===== config.mk =====
export PLATFORM = sky130hd
export DESIGN_NAME = dwmes_front
export DESIGN_NICKNAME = d
export VERILOG_FILES = /design/src/rtl/dwmes_pkg.sv /design/src/rtl/dwmes_front.sv
export SDC_FILE = /design/constraint.sdc
export NUM_CORES = 1
export LEC_CHECK = 0
export ABC_AREA = 1
export BUFFER_PORTS_ARGS = -buffer_cell sky130_fd_sc_hd__buf_2
export CAP_MARGIN = 20
export CORE_ASPECT_RATIO = 1.5
export CORE_UTILIZATION = 45
export DETAILED_ROUTE_END_ITERATION = 8
export GPL_ROUTABILITY_DRIVEN = 0
export MAX_ROUTING_LAYER = met4
export PLACE_DENSITY_LB_ADDON = 0.08
export SLEW_MARGIN = 20
export SYNTH_ARGS = -nofsm -noshare
export SYNTH_HDL_FRONTEND = slang
export SYNTH_SLANG_ARGS = --single-unit

===== constraint.sdc =====
create_clock -name clock -period 1.5 [get_ports clock]
set_input_delay 0.225 -clock clock [delete_from_list [all_inputs] [get_ports clock]]
set_output_delay 0.225 -clock clock [all_outputs]
set_load 0.005 [all_outputs]

===== src/rtl/dwmes_pkg.sv =====
// Shared constants and helpers for the dual-window moving event sum.
// Used by every module of the block; no dependencies of its own.
package dwmes_pkg;

   // Port widths fixed by the result format
   localparam int SECOND_W = 32;
   localparam int MINUTE_W = 38;
   localparam int HOUR_W   = 44;

   // Default window lengths and count width
   localparam int DEF_LONG_WINDOW  = 3600;
   localparam int DEF_SHORT_WINDOW = 60;
   localparam int DEF_COUNT_BITS   = 32;

   // Stored count width: the masked count never exceeds the input port width
   function automatic int count_width(input int bits);
      int w;
      w = (bits < SECOND_W) ? bits : SECOND_W;
      return w;
   endfunction

   // Slot pointer width for a store of the given depth
   function automatic int slot_width(input int depth);
      int w;
      w = (depth > 1) ? $clog2(depth) : 1;
      return w;
   endfunction

endpackage


===== src/rtl/dwmes_front.sv =====
// Front end: accepts count beats, masks them and tags each with its store slots.
// Depends on dwmes_pkg.
module dwmes_front #(
   parameter int LONG_WINDOW  = dwmes_pkg::DEF_LONG_WINDOW,
   parameter int SHORT_WINDOW = dwmes_pkg::DEF_SHORT_WINDOW,
   parameter int COUNT_BITS   = dwmes_pkg::DEF_COUNT_BITS,
   parameter int ENTRY_W      = 32
) (
   input  logic                          clock,
   input  logic                          reset,
   input  logic                          req_valid,
   output logic                          req_stall,
   input  logic [dwmes_pkg::SECOND_W-1:0] req_second_count,
   input  logic                          q_full,
   input  logic                          clearing,
   output logic                          q_push,
   output logic [ENTRY_W-1:0]            q_wdata
);
   import dwmes_pkg::*;

   localparam int CountW    = count_width(COUNT_BITS);
   localparam int SlotW     = slot_width(LONG_WINDOW);
   localparam int Back      = SHORT_WINDOW % LONG_WINDOW;
   localparam int ShortInit = (LONG_WINDOW - Back) % LONG_WINDOW;
   localparam int LastSlot  = LONG_WINDOW - 1;

   logic [SlotW-1:0]  slot_ff, slot_in;
   logic [SlotW-1:0]  short_ff, short_in;
   logic [CountW-1:0] count;

   // Hold off while the store is being cleared or the queue has no room
   assign req_stall = q_full | clearing;
   assign q_push    = req_valid & ~req_stall;

   // Mask to the configured count width
   assign count   = req_second_count[CountW-1:0];
   assign q_wdata = {count, slot_ff, short_ff};

   // Both pointers step together and wrap at the store depth
   always_comb begin
      slot_in  = slot_ff;
      short_in = short_ff;
      if (q_push) begin
         slot_in  = (slot_ff == SlotW'(LastSlot)) ? '0 : slot_ff + 1'b1;
         short_in = (short_ff == SlotW'(LastSlot)) ? '0 : short_ff + 1'b1;
      end
   end

   always_ff @(posedge clock) begin
      if (reset) begin
         slot_ff  <= '0;
         short_ff <= SlotW'(ShortInit);
      end else begin
         slot_ff  <= slot_in;
         short_ff <= short_in;
      end
   end

endmodule


==> impl_metrics.ini, run 1 <==
[timing]
hold_viol = 0
finalSetupTns_ns = 0
fin_crit_sh_pct = 91.5
slew_headroom_pct = 75.7
worst_pin_slew_ns = 0.364
final_max_slew_viol_count = 0
fin_skew_ns = 0.00121
fmax_mhz = 729
worst_slack_ns = 0.128
rsz0062_at_grt = false
period_needed_ns = 1.37
setup_viol = 0

[global_route]
track_usage_pct = 20.9
grt_pass1_vias = 1228
grt-ovfl-total = 0
grt_max_degree = 17
antenna_found_initial = 0
grt_pass1_wl_mm = 5.04

[floorplan]
core-area_um2 = 2880
die_area_um2 = 3240
rows = 24
dieHeight_um = 69.3
initial_utilization_pct = 47.1
num_io_pins = 71
die_x_um = 46.8

[critical_path]
start_kind = flip-flop
r2r-end = slot_ff[8]
rrSetupSlack_ns = 0.13
critPathMaxFanout = 4
cp-endpoint = slot_ff[8]
path_class = flip-flop to flip-flop
worstPathRequired_ns = 1.70
worstReg2RegStart = slot_ff[1]
reg2reg_depth = 8
cp-startpoint = slot_ff[1]
cp.arrival_ns = 1.57
endpoint_kind = flip-flop

[synth]
synth_top_cell_area_share_pct = 35.4
synth_nets = 240
ys.warnings.count = 0
yosysMostFrequentCell = nand2_1
syn-cell-area_um2 = 1360
async_flop_share_pct = 0
synth.distinct_cells = 24
synth.avg_cell_area_um2 = 6.75
synth_area_leaders = dfxtp_1 (35%), nand2_1 (12%), nor2_1 (8.6%), inv_1 (7.2%), nand3_1 (7.0%)
synth.yosys.seq_area_share_pct = 35.4
synth_seq_cells = 24
syn_inst = 201
yosysTopAreaCell = dfxtp_1
yosys-top-cells-count = nand2_1 (45), nor2_1 (31), inv_1 (26), dfxtp_1 (24), nand3_1 (19)
synth_enable_flop_cells = 0
ys.flop_type = dfxtp_1

[pwr]
ir_worst_vdd_mv = 0.475
leakagePower_nw = 0.766
powerDensity_nw_per_um2 = 736

[routing]
via_per_inst = 5.09
routedWlPerCell_um = 11.6
drc = 0
ant_nets = 0
drtPass1Iterations = 6
vias = 1369
wl_mm = 3.12
drtIter0Drc = 33

[placement]
dp_slack_ns = 0.0538
port_buffers = 30
dp_hpwl_mm = 2.45

[clock_network]
clockBufferDepth = 2
h-tree-depth = 1
cts_sinks = 24
hold_buffers = 0
cts_buffers = 3
cts_root_buffer = clkbuf_8
clock_latency_ns = 0.26
path_clk_slew_ns = 0.09
cts_tree = yes

[finish]
layout.nets = 270
drive_gt1_share_pct = 22.2
n_antenna_cell = 0
syn2layout_area_growth_pct = 16.6

[flow_run]
drv_cap = 0

[hold_path]
hold_class = input port to flip-flop

[run_status]
outcome = completed
-- registers in the layout, indices dropped and copies added (netlist names) --
name      flops
slot_ff      12
short_ff     12
-- worst max-delay path: stages, from the launching register on --
cell and delay, ns:
dfxtp_1 0.38, ha_1 0.19, nand2_1 0.07, buf_4 0.16, nor2_1 0.16, nand3_1 0.10, nand2_1 0.07, nand3_1 0.06
a21oi_1 0.13
-- per-layer routing --
| metal | track usage (%) | wire length, um | up-vias |
|---|---|---|---|
| met3 | 2.60 | 102 | 2 |
| li1 | - | - | 694 |
| met2 | 38.6 | 1800 | 31 |
| met4 | 5.40 | 15 | 0 |
| met5 | - | 0 | - |
| met1 | 21.7 | 1210 | 642 |
-- worst min path at each step --
stage,cells past startpoint,to,start,slack (ns)
3_5_place_dp,0,q_wdata[24],req_second_count[0],0.45
4_1_cts,2,slot_ff[8],reset,0.21
3_3_place_gp,0,q_wdata[24],req_second_count[0],0.45
2_1_floorplan,1,slot_ff[8],reset,0.29
6_report,2,slot_ff[8],reset,0.21
5_1_grt,2,slot_ff[8],reset,0.21
-- timing repair --
| item | in CTS | in global routing |
|---|---|---|
| setup endpoints to repair | 0 | 12 |
| hold endpoints to repair | 0 | 0 |
| setup buffers | 0 | 0 |
| gates resized for setup | 0 | 5 |
-- cell usage in the layout, fill, tap and decap left out --
master     n
nand4_1    7
a21oi_1   10
dfxtp_1   22
o311ai_1   1
nor2_2     2
xor2_1     5
dfxtp_2    2
clkbuf_8   4
ha_1       2
inv_1     26
a211oi_1   1
nand3b_1   1
nor2_4     3
nand2_2    3
nand2_1   43
o21ai_0    3
o211ai_1   1
or2_0      1
buf_2     30
nor3_2     1
buf_4      4
nand3_1   19
nor2_1    31
o21bai_1   1
nor3_1     5
nand2_4    2
-- kinds of logic (layout without fill, tap and decap cells) --
group                      after synthesis  count (layout)  share of synthesized area (%)
adders and majority gates                2               2                           1.84
DFF                                     24              24                           35.4
xor gates and xnor gates                 5               5                           3.23
AOI/OAI and AO/OA                       17              17                           7.10
and+or+nand+nor                        118             118                           40.0
buffers and inverters                   35              64                           12.4
-- cell type report --
type                            instances  area, um2
Clock buffer                            4       55.1
Timing Repair Buffer                   34        180
Sequential cell                        24        483
Fill cell                             312       1300
Inverter                               26       97.6
Multi-Input combinational cell        142        718
Tap cell                               39       48.8
-- power by group --
group | total, mW | switching [mW] | internal (mW) | leakage, nW
clock network | 0.440 | 0.205 | 0.234 | 0.0288
logic | 0.0713 | 0.0434 | 0.0280 | 0.542
registers | 0.654 | 0.00854 | 0.646 | 0.195
-- metrics by stage --
step                      util (%)  cell area [um2]  power [mW]  cells  hold WS (ns)
after floorplan                  -             1360       0.725    201         0.294
after global placement        52.6             1520       0.736    265         0.450
after CTS                     54.5             1570        1.18    269         0.209
after detailed placement      52.6             1520       0.739    265         0.450
final                         54.9             1580        1.17    269         0.213
after global routing          54.9             1580        1.21    269         0.214
No activity file was read; power rests on OpenSTA's default activity.
==> run 2, diff against run 1 <==
--- a/config.mk
+++ b/config.mk
@@ -5,11 +5,10 @@
 export SDC_FILE = /design/constraint.sdc
 export NUM_CORES = 1
 export LEC_CHECK = 0
-export ABC_AREA = 1
 export BUFFER_PORTS_ARGS = -buffer_cell sky130_fd_sc_hd__buf_2
 export CAP_MARGIN = 20
 export CORE_ASPECT_RATIO = 1.5
-export CORE_UTILIZATION = 45
+export CORE_UTILIZATION = 43
 export DETAILED_ROUTE_END_ITERATION = 8
 export GPL_ROUTABILITY_DRIVEN = 0
 export MAX_ROUTING_LAYER = met4
==> run 2 against run 1 <==
The run now ends with negative setup slack left. Clock power shrank 15%. Core utilization up 6.5 points. Synthesized area decreased by 11%. Clock skew grew 0.0012 ns. Combinational power increased by 1%. Sequential share of layout area is 0.81 points lower. First-iteration DRC count decreased by 58%. Via count decreased by 20%. Clock-buffer cell count fell by 1.
==> impl_metrics.ini, run 2 <==
[timing]
hold_viol = 0
fin_hold_ws_ns = 0.144
worst_slack_ns = -0.110
period_needed_ns = 1.61
fin_skew_ns = 0.00244
slew_headroom_pct = 76.8
finalSetupTns_ns = -1.18
fmax_mhz = 621
fin_crit_sh_pct = 107
rsz0062_at_grt = true
worst_pin_slew_ns = 0.346
final_max_slew_viol_count = 0
setup_viol = 19

[critical_path]
endpoint_kind = flip-flop
start_kind = flip-flop
cp.arrival_ns = 1.76
worstPathRequired_ns = 1.65
critPathMaxFanout = 5
cp-startpoint = short_ff[5]
path_class = flip-flop to flip-flop
worstReg2RegStart = short_ff[5]

[clock_network]
h-tree-depth = 1
clockBufferDepth = 2
cts_sinks = 24
cts_tree = yes
cts_buffers = 3
cts_root_buffer = clkbuf_8
clock_latency_ns = 0.26
hold_buffers = 0
path_clk_slew_ns = 0.08

[pwr]
ir_worst_vdd_mv = 0.638
power.total_mw = 1.09
leakagePower_nw = 0.678
powerDensity_nw_per_um2 = 663

[finish]
drive_gt1_share_pct = 45.4
syn2layout_area_growth_pct = 35.4
layout.nets = 226
postLayoutCoreUtil_pct = 61.4
n_antenna_cell = 0
layout_common_cells = buf_2 (30), buf_4 (24), dfxtp_1 (18), xnor2_1 (15), nor2_1 (14)
layout_commonest_cell = buf_2
fill_cells = 236
top_regs = short_ff x12, slot_ff x12

[global_route]
grt_max_degree = 13
track_usage_pct = 20.6
grt-ovfl-total = 0
antenna_found_initial = 0
grt_pass1_wl_mm = 4.42
grt_pass1_vias = 1006

[flow_run]
drv_cap = 0

[routing]
drc = 0
via_per_inst = 4.95
ant_nets = 0
vias = 1099
routedWlPerCell_um = 12.8
drtPass1Iterations = 4
drtIter0Drc = 14
wl_mm = 2.84

[synth]
syn-cell-area_um2 = 1210
yosysMostFrequentCell = dfxtp_1
synth.distinct_cells = 26
synthMuxAreaShare_pct = 0
synth_top_cell_area_share_pct = 39.6
synth_enable_flop_cells = 0
synth_seq_cells = 24
synth_nets = 177
synth_xor_area_share_pct = 14.4
synth_top_family_by_area = simple AND/OR/NAND/NOR gates
async_flop_share_pct = 0
yosys.area_share.simple_pct = 28.5
synth.avg_cell_area_um2 = 8.79
yosys-top-cells-count = dfxtp_1 (24), nor2_1 (19), xnor2_1 (15), nand2_1 (13), buf_4 (8)
syn_inst = 138
synth_compound_area_share_pct = 6.29
synth.yosys.seq_area_share_pct = 39.6
synth_area_leaders = dfxtp_1 (40%), xnor2_1 (11%), nor2_1 (5.9%), buf_4 (4.9%), nand2_1 (4.0%)
synthAdderAreaFrac_pct = 2.06
yosysTopAreaCell = dfxtp_1
ys.flop_type = dfxtp_1
ys.warnings.count = 0

[hold_path]
min_from = reset
hold_class = input port to flip-flop

[placement]
dp_slack_ns = -0.332
dp_hpwl_mm = 2.22
port_buffers = 30

[run_status]
outcome = complete, but fails checks
violations = negative setup slack

[floorplan]
die_area_um2 = 3040
rows = 23
dieHeight_um = 67.1
num_io_pins = 71
core-area_um2 = 2680
die_x_um = 45.4
initial_utilization_pct = 45.3
## run 2: cell types whose count changed in the layout (fill, tap and decap cells not counted), sizes merged, moves of 6 or more
cell / previous run / this run
nand3: 19 / 5
buf: 34 / 55
nor2: 36 / 19
xnor2: 0 / 15
a21oi: 10 / 4
nor4: 0 / 6
inv: 26 / 5
nand2: 48 / 13
## run 2: final timing paths
check                                   end  cells past startpoint  slack [ns]
worst min register to register  short_ff[1]                      2        0.52
worst max register to register  short_ff[9]                      4       -0.11
worst max-delay path            short_ff[9]                      4       -0.11
worst min-delay path             slot_ff[2]                      2        0.14
## run 2: final cells by class
class                   instances  area [um2]  share of cell area, %
well taps                      37        46.3                   2.82
inverters                       5        23.8                   1.45
repair buffers                 55         342                   20.8
multi-input cells              98         702                   42.7
clock buffers                   3        41.3                   2.51
flip-flops and latches         24         488                   29.7
## run 2: timing repair
item / CTS / global route
cloned: 1 / 0
buffers inserted: 0 / 2
endpoints found under the setup margin: 18 / 20
pin swaps: 11 / 3
gates resized for setup: 7 / 10
## run 2: logic make-up after synthesis
logic type,Yosys count
AND/OR/NAND/NOR,66
XOR/XNOR,20
adder cells (fa/ha/maj),2
AO/OA/AOI/OAI,10
buffers and inverters,16
flip-flops,24
## run 2: where the power goes
group | switching [mW] | internal (mW)
clock | 0.193 | 0.179
sequential | 0.00432 | 0.641
combinational | 0.0378 | 0.0345
## run 2: worst max-delay path, stage by stage (launching register included)
cell and delay (ns):
dfxtp_2 0.34, or4_1 0.51, or3_4 0.37, o21ai_4 0.20, nor2_1 0.08
## run 2: routing by layer
layer  routed length [um]  global-route usage (%)
met1                 1110                    21.4
met3                   75                    2.44
met2                 1520                    35.7
met4                  127                    12.5
met5                    0                       -
## run 2: metrics by stage
step                instance area (um2)  cells
floorplan                          1250    138
global placement                   1520    216
detailed placement                 1520    216
CTS                                1590    220
global route                       1640    222
finish                             1640    222
==> run 3, diff against run 2 <==
--- a/config.mk
+++ b/config.mk
@@ -8,7 +8,7 @@
 export BUFFER_PORTS_ARGS = -buffer_cell sky130_fd_sc_hd__buf_2
 export CAP_MARGIN = 20
 export CORE_ASPECT_RATIO = 1.5
-export CORE_UTILIZATION = 43
+export CORE_UTILIZATION = 41
 export DETAILED_ROUTE_END_ITERATION = 8
 export GPL_ROUTABILITY_DRIVEN = 0
 export MAX_ROUTING_LAYER = met4
==> run 3 against run 2 <==
The flow still finishes with violations (negative setup slack). Clock-buffer cell count rose by 1. Worst hold slack got worse by 0.0023 ns. Critical path depth did not move. Non-clock buffer count did not move. Clock skew rose by 0.0011 ns. Wire length rose by 1.1%. Power rose by 7.0%. Core utilization fell by 1.0 points. Via count rose by 3.2%. First-iteration DRC count rose by 110%. Highest routed layer unchanged.
==> impl_metrics.ini, run 3 (synthesis results as in run 2) <==
[pwr]
pwr-share-comb_pct = 6.6
p_sw_mw = 0.253
p_int_mw = 0.913
leakagePower_nw = 0.667
p_clk_share_pct = 38.0
powerDensity_nw_per_um2 = 706
power.total_mw = 1.17
seq_power_share_pct = 55.4
power_switching_share_pct = 21.7
ir_worst_vdd_mv = 0.496

[finish]
layout.nets = 226
fill_cells = 246
layout_common_cells = buf_2 (31), buf_4 (23), dfxtp_1 (18), xnor2_1 (15), nand2_1 (13)
drive_gt1_share_pct = 45.7
n_antenna_cell = 0
postLayoutCoreUtil_pct = 60.4
layout_commonest_cell = buf_2
syn2layout_area_growth_pct = 36.0
fin_area_um2 = 1650
seq_area_um2 = 488
top_regs = short_ff x12, slot_ff x12
multi_input_area_um2 = 698

[timing]
fin_skew_ns = 0.00350
worst_slack_ns = -0.106
worst_pin_slew_ns = 0.404
fin_crit_sh_pct = 107
final_max_slew_viol_count = 0
slew_headroom_pct = 72.8
period_needed_ns = 1.61
finalSetupTns_ns = -0.781
hold_viol = 0
rsz0062_at_grt = true
fmax_mhz = 623
setup_viol = 18

[routing]
vias = 1134
drtPass1Iterations = 4
drtIter0Drc = 29
ant_nets = 0
via_per_inst = 5.09
drc = 0
routedWlPerCell_um = 12.9
wl_mm = 2.87

[global_route]
grt_pass1_vias = 1034
track_usage_pct = 20.1
grt_pass1_wl_mm = 4.46
grt_max_degree = 14
antenna_found_initial = 0
grt-ovfl-total = 0

[floorplan]
num_io_pins = 71
die_x_um = 46.4
die_area_um2 = 3190
rows = 23
dieHeight_um = 68.6
initial_utilization_pct = 44.4
core-area_um2 = 2730

[critical_path]
cpPeakStageDelay_ns = 0.52
endpoint_kind = flip-flop
critPathMaxFanout = 5
crit_chain = or4_1, or3_4, o21ai_4, nor2_1
cp.arrival_ns = 1.77
cp_slowest_cell = or4_1
path_buf_inv = 0
crit_family = simple AND/OR/NAND/NOR gates
path_class = flip-flop to flip-flop
start_kind = flip-flop
worstPathRequired_ns = 1.66

[flow_run]
drv_cap = 0

[run_status]
violations = negative setup slack
outcome = complete, but fails checks

[clock_network]
h-tree-depth = 1
clock_latency_ns = 0.27
path_clk_slew_ns = 0.08
hold_buffers = 0
cts_tree = yes
post_cts_buffers = 0
cts_buffers = 3
clockBufferDepth = 2
cts_sinks = 24
cts_root_buffer = clkbuf_8

[hold_path]
hold_class = input port to flip-flop

[placement]
post_dp_cell_area_um2 = 1540
dp_hpwl_mm = 2.22
dp_slack_ns = -0.226
port_buffers = 30
run 3: cell types whose count changed in the layout (fill, tap and decap cells not counted), sizes merged:
cell | previous run | this run
clkbuf | 3 | 4
run 3: through the flow:
stage | hold slack [ns] | instances
2_1_floorplan | 0.297 | 138
4_1_cts | 0.138 | 223
3_3_place_gp | 0.421 | 218
3_5_place_dp | 0.425 | 218
6_report | 0.142 | 223
5_1_grt | 0.151 | 223
run 3: power groups by stage:
stage	combinational [mW]	clock, mW	sequential, mW
2_1_floorplan	0.0547	0	0.660
3_3_place_gp	0.0680	0	0.659
3_5_place_dp	0.0685	0	0.659
4_1_cts	0.0740	0.456	0.644
5_1_grt	0.0839	0.484	0.646
6_report	0.0771	0.443	0.646
run 3: worst paths after layout:
| path | startpoint | to | slack (ns) | cells after the start |
|---|---|---|---|---|
| hold / removal | reset | slot_ff[2] | 0.14 | 2 |
| setup reg to reg | short_ff[5] | short_ff[5] | -0.11 | 4 |
| hold reg to reg | short_ff[1] | short_ff[1] | 0.50 | 2 |
| setup / recovery | short_ff[5] | short_ff[5] | -0.11 | 4 |
run 3: layout make-up:
cell class	count	share of cell area, %
inverters	5	1.44
clock buffers	4	3.34
multi-input cells	98	42.3
repair buffers	55	20.5
flip-flops and latches	24	29.6
well taps	37	2.81
run 3: what timing repair did:
item	4_1_cts	5_1_grt
pin swaps	10	0
endpoints found under the setup margin	19	20
gates cloned	1	0
gates resized for setup	4	12
run 3: layer usage:
metal  GRT usage (%)  vias up  share of wire [%]
li1                -      557                  -
met1            17.9      541                 37
met2            39.4       30                 58
met3            2.60        6                2.6
met4            8.82        0                1.5
met5               -        -                  0
