$ cat src/rtl/dwmes_pkg.sv
// Shared constants and helpers for the dual-window moving event sum.
// Used by every module of the block; no dependencies of its own.
package dwmes_pkg;

   // Port widths fixed by the result format
   localparam int SECOND_W = 32;
   localparam int MINUTE_W = 38;
   localparam int HOUR_W   = 44;

   // Default window lengths and count width
   localparam int DEF_LONG_WINDOW  = 3600;
   localparam int DEF_SHORT_WINDOW = 60;
   localparam int DEF_COUNT_BITS   = 32;

   // Stored count width: the masked count never exceeds the input port width
   function automatic int count_width(input int bits);
      int w;
      w = (bits < SECOND_W) ? bits : SECOND_W;
      return w;
   endfunction

   // Slot pointer width for a store of the given depth
   function automatic int slot_width(input int depth);
      int w;
      w = (depth > 1) ? $clog2(depth) : 1;
      return w;
   endfunction

endpackage

$ cat src/rtl/dwmes_queue.sv
// Two-entry queue between the front end and the back end.
// Depends on dwmes_pkg for nothing but house conventions.
module dwmes_queue #(
   parameter int ENTRY_W = 32
) (
   input  logic               clock,
   input  logic               reset,
   input  logic               push,
   input  logic [ENTRY_W-1:0] wdata,
   input  logic               pop,
   output logic [ENTRY_W-1:0] rdata,
   output logic               not_empty,
   output logic               full
);
   import dwmes_pkg::*;

   logic [ENTRY_W-1:0] ent_ff [2];
   logic               wr_ptr_ff, wr_ptr_in;
   logic               rd_ptr_ff, rd_ptr_in;
   logic [1:0]         cnt_ff, cnt_in;

   assign rdata     = ent_ff[rd_ptr_ff];
   assign not_empty = (cnt_ff != 2'd0);
   assign full      = (cnt_ff == 2'd2);

   // Pointer and fill bookkeeping
   always_comb begin
      wr_ptr_in = push ? ~wr_ptr_ff : wr_ptr_ff;
      rd_ptr_in = pop ? ~rd_ptr_ff : rd_ptr_ff;
      cnt_in    = cnt_ff;
      if (push & ~pop) begin
         cnt_in = cnt_ff + 2'd1;
      end else if (pop & ~push) begin
         cnt_in = cnt_ff - 2'd1;
      end
   end

   always_ff @(posedge clock) begin
      if (reset) begin
         wr_ptr_ff <= 1'b0;
         rd_ptr_ff <= 1'b0;
         cnt_ff    <= 2'd0;
      end else begin
         wr_ptr_ff <= wr_ptr_in;
         rd_ptr_ff <= rd_ptr_in;
         cnt_ff    <= cnt_in;
      end
   end

   // Entry storage
   always_ff @(posedge clock) begin
      if (push) begin
         ent_ff[wr_ptr_ff] <= wdata;
      end
   end

endmodule

$ cat config.mk
export PLATFORM = sky130hd
export DESIGN_NAME = dwmes_queue
export DESIGN_NICKNAME = d
export VERILOG_FILES = /design/src/rtl/dwmes_pkg.sv /design/src/rtl/dwmes_queue.sv
export SDC_FILE = /design/constraint.sdc
export NUM_CORES = 1
export LEC_CHECK = 0
export BUFFER_PORTS_ARGS = -buffer_cell sky130_fd_sc_hd__buf_2
export CORE_MARGIN = 3
export CORE_UTILIZATION = 57
export CTS_BUF_LIST = sky130_fd_sc_hd__clkbuf_4
export CTS_CLUSTER_DIAMETER = 80
export CTS_CLUSTER_SIZE = 24
export DETAILED_ROUTE_END_ITERATION = 10
export PLACE_DENSITY = 0.95
export SLEW_MARGIN = 20
export SYNTH_ARGS = -nofsm -noshare
export SYNTH_HDL_FRONTEND = slang
export SYNTH_SLANG_ARGS = --single-unit
$ cat constraint.sdc
create_clock -name clock -period 3.9 [get_ports clock]
set_input_delay 0.585 -clock clock [delete_from_list [all_inputs] [get_ports clock]]
set_output_delay 0.585 -clock clock [all_outputs]
set_load 0.1 [all_outputs]
==> summary.md, run 1 <==
| Metric | Value |
|---|---|
| Final antenna diode count | `0` |
| Area of the die | `approximately 0.0053 mm2` |
| Initial core utilization | `between 60% and 70%` |
| Post-layout minimum cycle time | `~2800 ps` |
| CTS Buf Count | `9` |
| Number of register bits inferred by synthesis | `a little under 70` |
| Remaining global-route overflow | `0` |
| Final layout net count | `~240` |
| Total number of vias | `approximately 1.3k` |
| WL final | `4.01 mm` |
| Via count of the first global-routing pass | `roughly 1.4k` |
| Final RePlAce weighted congestion | `roughly 0.67` |
| Peak fanout along the critical path | `17` |
| Combined area of all synthesized cells | `0.00252 mm2` |
| Final worst clock skew | `7.54 ps` |
| Post-detail-place hpwl | `roughly 2.7 mm` |
| Capturing element type of the critical path | `primary output` |
| Startpoint Class | `flop` |
| Detail Route Antenna Nets | `0` |
| Number of antenna violations at the first check in global routing | `0` |
| Path class of the lowest-slack min-delay path | `input port to flop` |
| Clk sink count | `between 60 and 70` |
| Worst Max-Slew Pin Slew | `929 ps` |
| Share of total power in combinational logic | `around a quarter` |
| Portion of total power attributed to sequential cells | `52.0%` |
| DR iter-0 viols | `between 60 and 70` |
| Die extent in y | `~72 um` |
| Number of pins with negative max-slew slack in the final report | `0` |
| Leakage power total | `between 1 and 1.5 nW` |
| Clock Latency Late Sink | `390 ps` |
| Number of top-level design ports | `70` |
| Largest incremental delay on the critical path | `roughly 800 ps` |
| Outcome | `complete, no violations` |
| Top cells by area in the synthesized netlist | `sky130_fd_sc_hd__edfxtp_1 (76%), sky130_fd_sc_hd__mux2_2 (13%), sky130_fd_sc_hd__dfxtp_1 (4.0%)` |
| Yosys warns | `0` |
| Number of hold violations in the final report | `0` |
| Max-capacitance violation count | `0` |
| Slowest-stage cell, CP | `sky130_fd_sc_hd__dfxtp_1` |
| Share of the cycle needed by the critical path after routing | `a little under three quarters` |
| Buffers inserted by post-CTS timing repair | `0` |
| Overall power | `~1.7 mW` |
| NetSw | `around 0.60 mW` |
| Start-to-end type of the worst setup path | `flop to primary output` |
| Number of port buffers | `69` |
| Pwr Density | `roughly 560 mW/mm2` |
| Required time at the endpoint of the critical path | `between 3000 and 4000 ps` |
| Net count after synthesis | `between 150 and 200` |
| Gate count after technology mapping | `around 120` |
| First-pass GRT wire length | `6.28 mm` |
| RSZ-0062 raised after global routing | `no` |
| Maximum number of pins on one net before global-route repair | `33` |
| Count of cell types in the netlist | `18` |
| Placement row count | `23` |
| Worst-case headroom to the max-slew limit | `about 38%` |
| Share of synthesized area occupied by flip-flops and latches | `~80%` |
| Internal power of the cells | `~1.1 mW` |
| Clock-pin slew of the registers on the worst-case setup and hold paths | `roughly 100 ps` |
| Share of the core filled with cells | `between 70% and 80%` |
| Clk buf depth | `2` |
| Setup violators final | `0` |
| Post-CTS Hold Buffers | `0` |
| Highest attainable clock frequency | `around 360 MHz` |
| Area share of the largest cell type after synthesis | `roughly 76%` |
| Signed area change from the synthesized netlist to the final layout | `20.3%` |
| Worst hold margin | `between 300 and 400 ps` |
| Post-DR vias/cell | `around 5.2` |
| Ratio of cells with drive above 1 in the final layout | `57.6%` |
| Buffer type at the clock tree root | `sky130_fd_sc_hd__clkbuf_4` |
| Family of cells with the greatest summed delay on the critical path | `flip-flops` |
| Setup Slack @ Placement | `1480 ps` |
| Routed WL per cell | `approximately 16 um` |
| Placeable Area | `0.00414 mm2` |
| Clock network power share | `a little over a fifth` |
| Worst path setup slack after routing | `approximately 1100 ps` |
| CTS H-tree lvls | `3` |
| Number of buffer and inverter stages on the critical path | `2` |
| VDD IR max | `roughly 410 uV` |
| TritonCTS clock tree | `built` |
| CP Cell Sequence | `buf_4 > mux2_2 > buf_2` |
| Switching part of the total | `around 35%` |
| First-pass iteration count of the detailed router | `4` |
| Post-cts sizing count | `0` |
| Post-synthesis average cell area | `about 21 um2` |
| TNS Setup | `0 ps` |
| Chip width | `about 72 um` |
| Worst EP arrival | `roughly 2200 ps` |
| Biggest area consumer among synthesized cells | `sky130_fd_sc_hd__edfxtp_1` |
| Global router's overall resource usage | `between 15 and 20%` |
| Total DRC errors in the routed layout | `0` |
[per-layer routing]
| layer | share of wire (%) | up-vias | routed length, um | GRT usage, % |
|---|---|---|---|---|
| met2 | 50 | 56 | 2010 | 27.3 |
| met3 | 7.8 | 9 | 313 | 5.12 |
| met5 | 0 | - | 0 | 0 |
| met1 | 40 | 637 | 1610 | 19.0 |
| li1 | - | 631 | - | - |
| met4 | 1.8 | 0 | 72 | 9.22 |
[power by group through the flow]
stage | clock [mW] | sequential [mW] | combinational, mW
3_3_place_gp | 0 | 0.895 | 0.449
6_report | 0.363 | 0.881 | 0.450
3_5_place_dp | 0 | 0.899 | 0.452
2_1_floorplan | 0 | 0.887 | 0.389
5_1_grt | 0.410 | 0.886 | 0.466
4_1_cts | 0.376 | 0.882 | 0.454
[cells in the final DEF (no fill, tap or decap), drive strengths merged, types with 2 or more instances in the layout]
master / count
nor2: 4
edfxtp: 64
clkinv: 4
clkbuf: 12
buf: 71
xor2: 2
dfxtp: 5
mux2: 32
xnor2: 2
[Yosys cell counts, drive strengths merged]
master,count
nor2,4
or3,1
xnor2,2
a21oi,1
or2,1
inv,1
edfxtp,64
ha,1
and2,1
mux2,32
o21ai,1
and2b,1
xor2,2
clkbuf,1
nor2b,1
buf,3
dfxtp,5
[path summary, 6_finish.rpt]
check | start | end | slack (ps) | cells after the start
max | flop | rdata[10] | 1100 | 3
min | wdata[9] | ent_ff[1][9] | 380 | 1
max reg2reg | wr_ptr_ff | ent_ff[0][8] | 2410 | 1
min reg2reg | cnt_ff[1] | cnt_ff[1] | 520 | 2
[cell families after synthesis]
family / share of synthesized area (%)
XOR/XNOR: 1.39
buffers and inverters: 1.24
flip-flops: 80.2
AO/OA/AOI/OAI: 0.397
AND/OR/NAND/NOR: 1.94
adder cells (fa/ha/maj): 0.496
multiplexers: 14.3
[stage by stage]
step,std cells,area (um2)
finish,255,3030
CTS,255,3030
detailed placement,239,2920
global placement,239,2920
floorplan,122,2520
global route,255,3030
[state kept, by name, indices dropped and copies added (netlist names), named ones only]
register	count
wr_ptr_ff	1
cnt_ff	2
ent_ff	64
rd_ptr_ff	1
[cell type report]
type                       count  area (um2)
sequential                    69        2020
fill                         265        1110
multi-input combinational     48         474
timing repair buffer          71         360
clock buffer                  12        90.1
tap                           50        62.6
clock inverter                 4        17.5
inverter                       1        3.75
Power figures use the tool's default switching activity.
==> inputs of run 2 (changes only) <==
- ABC_AREA: not set -> 1
- CORE_UTILIZATION: 57 -> 54
- PLACE_DENSITY: 0.95 -> 0.93
- clock period: 3.9 -> 2.9 ns (I/O delays scaled with it)
==> summary.md, run 2 <==
| Metric | Value |
|---|---|
| Min-Delay Endpoint | `ent_ff[1][17]` |
| Share of the cycle needed by the critical path after routing | `77.2%` |
| First-pass iteration count of the detailed router | `4` |
| Outcome | `complete, no violations` |
| Clk buf depth | `2` |
| Clk sink count | `69` |
| Number of register bits inferred by synthesis | `a little under 70` |
| Share of synthesized area occupied by flip-flops and latches | `75.1%` |
| Post-synth EDFFs | `64` |
| Launch point of the worst reg-to-reg path | `wr_ptr_ff` |
| Clock network power share | `approximately a quarter` |
| Reg2Reg Capture Point | `ent_ff[1][3]` |
| Buffers inserted by post-CTS timing repair | `0` |
| Family of cells with the greatest summed delay on the critical path | `buffers and inverters` |
| CTS Buf Count | `9` |
| Max FFs per register | `64` |
| Final worst clock skew | `~11 ps` |
| Placement row count | `25` |
| Hold path start | `wdata[17]` |
| Placeable Area | `0.00479 mm2` |
| Maximum number of pins on one net before global-route repair | `33` |
| Remaining global-route overflow | `0` |
| Asr flop ratio synth | `0%` |
| Reg2reg setup slack | `1440 ps` |
| Final RePlAce weighted congestion | `approximately 0.75` |
| Biggest area consumer among synthesized cells | `sky130_fd_sc_hd__edfxtp_1` |
| Area share of the largest cell type after synthesis | `71.4%` |
| RSZ-0062 raised after global routing | `no` |
| Number of pins with negative max-slew slack in the final report | `0` |
| Max-capacitance violation count | `0` |
| CP Cell Sequence | `buf_4 > mux2_4 > buf_2` |
| Yosys warns | `0` |
| Internal power of the cells | `around 1.6 mW` |
| Buffer type at the clock tree root | `sky130_fd_sc_hd__clkbuf_4` |
| Setup violators final | `0` |
| Worst Max-Slew Pin Slew | `875 ps` |
| Number of buffer and inverter stages on the critical path | `2` |
| Startpoint Class | `flop` |
| Number of hold violations in the final report | `0` |
| Capturing element type of the critical path | `primary output` |
| Total number of vias | `about 1.4k` |
| Signed area change from the synthesized netlist to the final layout | `19.2%` |
| Top register by number of flip-flops | `ent_ff` |
| Reg area | `just over 0.002 mm2` |
| Post-layout minimum cycle time | `between 2000 and 2500 ps` |
| FF-to-FF path depth | `3` |
| Post-synthesis average cell area | `between 20 and 25 um2` |
| Post-route cell area | `0.00321 mm2` |
| Fin cells | `approximately 280` |
| Peak fanout along the critical path | `16` |
| NetSw | `between 0.7 and 0.8 mW` |
| Share of total power in combinational logic | `between 20% and 30%` |
| Ratio of cells with drive above 1 in the final layout | `between 50% and 60%` |
| Clock Latency Late Sink | `approximately 380 ps` |
| Leakage power total | `between 1 and 1.5 nW` |
| Multi-input gate area in the final layout | `approximately 570 um2` |
| Number of antenna violations at the first check in global routing | `1` |
| Post-CTS Hold Buffers | `0` |
| Initial core utilization | `between 50 and 60%` |
| Worst hold path cell count | `1` |
| Combined area of all synthesized cells | `roughly 0.0027 mm2` |
| Placed inst area | `just over 0.003 mm2` |
| Primary flip-flop cell chosen by synthesis mapping | `sky130_fd_sc_hd__edfxtp_1` |
| CTS H-tree lvls | `3` |
| Clock-pin slew of the registers on the worst-case setup and hold paths | `100 ps` |
| TNS Setup | `0 ps` |
| Highest attainable clock frequency | `447 MHz` |
| Post-DR vias/cell | `roughly 4.8` |
| VDD IR max | `approximately 460 uV` |
| Gate count after technology mapping | `133` |
| Largest incremental delay on the critical path | `between 400 and 500 ps` |
| Routed WL per cell | `~15 um` |
| Worst EP arrival | `approximately 1800 ps` |
| Number of filler instances in the final layout | `337` |
| TritonCTS clock tree | `built` |
| Total DRC errors in the routed layout | `0` |
| Most common library cell in the layout ignoring fill and taps | `sky130_fd_sc_hd__buf_2` |
| Detail Route Antenna Nets | `0` |
| Final antenna diode count | `0` |
| Cell count after placement | `about 270` |
| Net count after synthesis | `170` |
| Number of port buffers | `69` |
| Chip width | `about 77 um` |
| Start-to-end type of the worst setup path | `flop to primary output` |
| DR iter-0 viols | `between 80 and 90` |
| First-pass GRT wire length | `roughly 6.7 mm` |
| Via count of the first global-routing pass | `between 1k and 1.5k` |
| Overall power | `around 2.3 mW` |
| Most used cells in the layout excluding fill and tap cells | `sky130_fd_sc_hd__buf_2 (69), sky130_fd_sc_hd__edfxtp_1 (64), sky130_fd_sc_hd__mux2_4 (30)` |
| Portion of total power attributed to sequential cells | `between 40% and 50%` |
| Worst-case headroom to the max-slew limit | `around 42%` |
| WL final | `between 4 and 5 mm` |
| Most common cell in the netlist | `sky130_fd_sc_hd__edfxtp_1` |
| Post-detail-place hpwl | `between 2 and 3 mm` |
| Path class of the lowest-slack min-delay path | `input port to flop` |
| Slowest-stage cell, CP | `sky130_fd_sc_hd__dfxtp_2` |
| Top cells by area in the synthesized netlist | `sky130_fd_sc_hd__edfxtp_1 (71%), sky130_fd_sc_hd__mux2_4 (17%), sky130_fd_sc_hd__dfxtp_1 (3.7%)` |
| Global router's overall resource usage | `between 10% and 20%` |
| Die extent in y | `approximately 77 um` |
| Area of the die | `approximately 0.0059 mm2` |
| Cell types with the highest counts after synthesis | `sky130_fd_sc_hd__edfxtp_1 (64), sky130_fd_sc_hd__mux2_4 (30), sky130_fd_sc_hd__inv_1 (9)` |
| Final layout net count | `between 200 and 250` |
| Required time at the endpoint of the critical path | `approximately 2500 ps` |
| Count of cell types in the netlist | `16` |
| Post-cts sizing count | `0` |
| Switching part of the total | `about a third` |
| Pwr Density | `730 mW/mm2` |
| Registers with the most flip-flops | `ent_ff x64, cnt_ff x2` |
| Number of top-level design ports | `70` |
## run 2: changes by cell type after synthesis, moves of 2 or more
cell | before | now
sky130_fd_sc_hd__inv_1 | 1 | 9
sky130_fd_sc_hd__nand2_1 | 0 | 6
sky130_fd_sc_hd__mux2_2 | 30 | 2
sky130_fd_sc_hd__buf_12 | 0 | 3
sky130_fd_sc_hd__buf_4 | 3 | 0
sky130_fd_sc_hd__mux2_4 | 0 | 30
sky130_fd_sc_hd__mux2_1 | 2 | 0
sky130_fd_sc_hd__nor2_1 | 4 | 6
sky130_fd_sc_hd__xor2_1 | 2 | 0
## run 2: area by class of cell
type                    instances  share of cell area [%]
clock buffers                  12                    2.81
clock inverters                 3                    1.17
inverters                       9                    1.05
multi-input cells              51                    17.9
flip-flops and latches         69                    63.0
well taps                      67                    2.61
repair buffers                 72                    11.5
## run 2: per-layer routing
metal | share of wire [%] | routed length, um | track usage [%] | vias to the layer above
met4 | 3.0 | 122 | 8.33 | 2
met3 | 6.3 | 258 | 6.15 | 12
li1 | - | - | - | 653
met1 | 40 | 1650 | 17.5 | 635
met2 | 50 | 2070 | 24.7 | 50
met5 | 0.46 | 19 | 0 | -
## run 2: how the worst max path moves through the flow
stage	cells past startpoint	slack [ps]	endpoint
floorplan	2	650	ent_ff[0][0]
global placement	3	1070	rdata[1]
detailed placement	3	1050	rdata[22]
CTS	3	620	rdata[22]
global route	3	560	rdata[15]
finish	3	660	rdata[1]
## run 2: cell families (layout without fill, tap and decap cells)
logic type / count (synthesis) / count (layout) / synth area share (%)
flops: 69 / 69 / 75.1
mux: 32 / 32 / 17.6
simple gates: 15 / 15 / 2.28
buf+inv: 13 / 96 / 3.90
compound gates: 2 / 2 / 0.371
fa+ha+maj: 1 / 1 / 0.465
xor+xnor: 1 / 1 / 0.325
## run 2: power by group through the flow
stage | Sequential, mW | Combinational, mW | Clock (mW)
after floorplan | 1.18 | 0.538 | 0
after global placement | 1.19 | 0.597 | 0
after detailed placement | 1.19 | 0.604 | 0
after CTS | 1.17 | 0.605 | 0.590
after global routing | 1.17 | 0.622 | 0.632
final | 1.17 | 0.600 | 0.574
## run 2: per-stage QoR
| step | hold WS, ps | worst slack (ps) | util [%] |
|---|---|---|---|
| after floorplan | 480 | 654 | - |
| final | 235 | 661 | 67.1 |
| after global routing | 202 | 562 | 67.1 |
| after global placement | 495 | 1070 | 64.4 |
| after CTS | 209 | 617 | 67.1 |
| after detailed placement | 529 | 1050 | 64.4 |
==> inputs of run 3 (changes only) <==
- CORE_UTILIZATION: 54 -> 49
- PLACE_DENSITY: 0.93 -> 0.9
- clock period: 2.9 -> 2 ns (I/O delays scaled with it)
==> summary.md, run 3 (synthesized netlist as in run 2, its figures left out) <==
| Metric | Value |
|---|---|
| Slowest-stage cell, CP | `sky130_fd_sc_hd__dfxtp_2` |
| Number of filler instances in the final layout | `398` |
| Via count of the first global-routing pass | `1378` |
| Max FFs per register | `between 60 and 70` |
| Final RePlAce weighted congestion | `around 0.65` |
| Post-DR vias/cell | `4.74` |
| First-pass iteration count of the detailed router | `4` |
| Outcome | `complete, no violations` |
| Initial core utilization | `51.7%` |
| Largest incremental delay on the critical path | `about 360 ps` |
| Placed inst area | `between 0.003 and 0.004 mm2` |
| Worst Max-Slew Pin Slew | `493 ps` |
| CTS H-tree lvls | `3` |
| Startpoint Class | `flop` |
| Final antenna diode count | `0` |
| Grt met1 use | `roughly 15%` |
| TritonCTS clock tree | `built` |
| Post-detail-place hpwl | `between 2 and 3 mm` |
| Top register by number of flip-flops | `ent_ff` |
| Placement row count | `26` |
| Total DRC errors in the routed layout | `0` |
| Capturing element type of the critical path | `primary output` |
| First-pass GRT wire length | `6.47 mm` |
| Clk buf depth | `2` |
| Most used cells in the layout excluding fill and tap cells | `sky130_fd_sc_hd__edfxtp_1 (64), sky130_fd_sc_hd__buf_2 (64), sky130_fd_sc_hd__mux2_4 (30)` |
| Post-layout minimum cycle time | `approximately 1900 ps` |
| Die extent in y | `80.1 um` |
| Final worst clock skew | `4.31 ps` |
| Number of pins with negative max-slew slack in the final report | `0` |
| WL final | `slightly above 4 mm` |
| Buffer type at the clock tree root | `sky130_fd_sc_hd__clkbuf_4` |
| RSZ-0062 raised after global routing | `no` |
| Top Usage Layer GRT | `met2` |
| Signed area change from the synthesized netlist to the final layout | `19.8%` |
| Reg area | `just over 0.002 mm2` |
| CP Cell Sequence | `buf_4 > mux2_4 > buf_2` |
| Clock Latency Late Sink | `~380 ps` |
| Worst-case headroom to the max-slew limit | `roughly 67%` |
| Clk sink count | `between 60 and 70` |
| Family of cells with the greatest summed delay on the critical path | `buffers and inverters` |
| Routed WL per cell | `roughly 14 um` |
| Setup violators final | `0` |
| Total number of vias | `1365` |
| Number of hold violations in the final report | `0` |
| Pwr Density | `between 1000 and 1500 mW/mm2` |
| Detail Route Antenna Nets | `0` |
| Share of the cycle needed by the critical path after routing | `a little over nine tenths` |
| Number of buffer and inverter stages on the critical path | `2` |
| Buffers inserted by post-CTS timing repair | `0` |
| Global router's overall resource usage | `roughly 14%` |
| Registers with the most flip-flops | `ent_ff x64, cnt_ff x2` |
| Area of the die | `approximately 0.0064 mm2` |
| CTS Buf Count | `9` |
| Met3 GRT Util | `under 10%` |
| Maximum number of pins on one net before global-route repair | `33` |
| Final layout net count | `250` |
| Global Route met2 Usage | `a little under a quarter` |
| VDD IR max | `~600 uV` |
| TNS Setup | `0 ps` |
| Start-to-end type of the worst setup path | `flop to primary output` |
| Number of top-level design ports | `70` |
| Number of port buffers | `a little under 70` |
| Remaining global-route overflow | `0` |
| Max-capacitance violation count | `0` |
| Number of antenna violations at the first check in global routing | `0` |
| Multi-input gate area in the final layout | `roughly 570 um2` |
| Worst EP arrival | `around 1600 ps` |
| DR iter-0 viols | `between 40 and 50` |
| Path class of the lowest-slack min-delay path | `input port to flop` |
| Chip width | `80.1 um` |
| Peak fanout along the critical path | `12` |
| Placeable Area | `~0.0052 mm2` |
| Ratio of cells with drive above 1 in the final layout | `a little under three fifths` |
| Clock-pin slew of the registers on the worst-case setup and hold paths | `100 ps` |
| Highest attainable clock frequency | `~520 MHz` |
| Post-route cell area | `roughly 0.0032 mm2` |
| Required time at the endpoint of the critical path | `~1700 ps` |
| Leakage power total | `roughly 1.3 nW` |
-- run 3: what timing repair did --
item,4_1_cts,5_1_grt
gates resized for setup,1,8
hold buffers,0,0
setup endpoints to repair,20,4
-- run 3: worst paths after layout --
path | startpoint | to | slack (ps) | depth (start not counted)
max | flop | rdata[5] | 90 | 3
max reg2reg | wr_ptr_ff | ent_ff[1][31] | 700 | 3
min reg2reg | rd_ptr_ff | rd_ptr_ff | 540 | 2
min | wdata[17] | ent_ff[1][17] | 100 | 1
-- run 3: worst register-to-register path, delay by kind of cell, from the launching register on --
kind	cells	cell delay [ps]
buffers and inverters	2	480
flip-flops	1	400
AND/OR/NAND/NOR	1	70
-- run 3: layout make-up --
cell class	instances	area share, %
clock buffer	13	3.03
sequential	69	62.7
inverter	9	1.05
clock inverter	3	0.465
multi-input combinational	51	17.8
tap	70	2.72
timing repair buffer	73	12.3
-- run 3: per-stage QoR --
step                setup slack [ps]  hold slack (ps)  cells  util, %  total power [mW]
floorplan                       83.0              372    133        -              2.49
global placement                 399              488    272     59.4              2.59
detailed placement               359              492    272     59.4              2.61
CTS                             3.71             72.4    288     61.7              3.34
global route                    1.54             51.5    288     62.0              3.43
finish                          93.9              100    288     62.0              3.30
-- run 3: report_power, final --
group / total [mW] / internal, mW / switching [mW]
sequential: 1.69 / 1.66 / 0.0234
combinational: 0.885 / 0.205 / 0.680
clock: 0.728 / 0.307 / 0.421
-- run 3: per-layer routing --
| layer | routed length (um) | vias to the layer above |
|---|---|---|
| li1 | - | 656 |
| met1 | 1480 | 650 |
| met2 | 2190 | 48 |
| met3 | 305 | 11 |
| met4 | 144 | 0 |
| met5 | 0 | - |
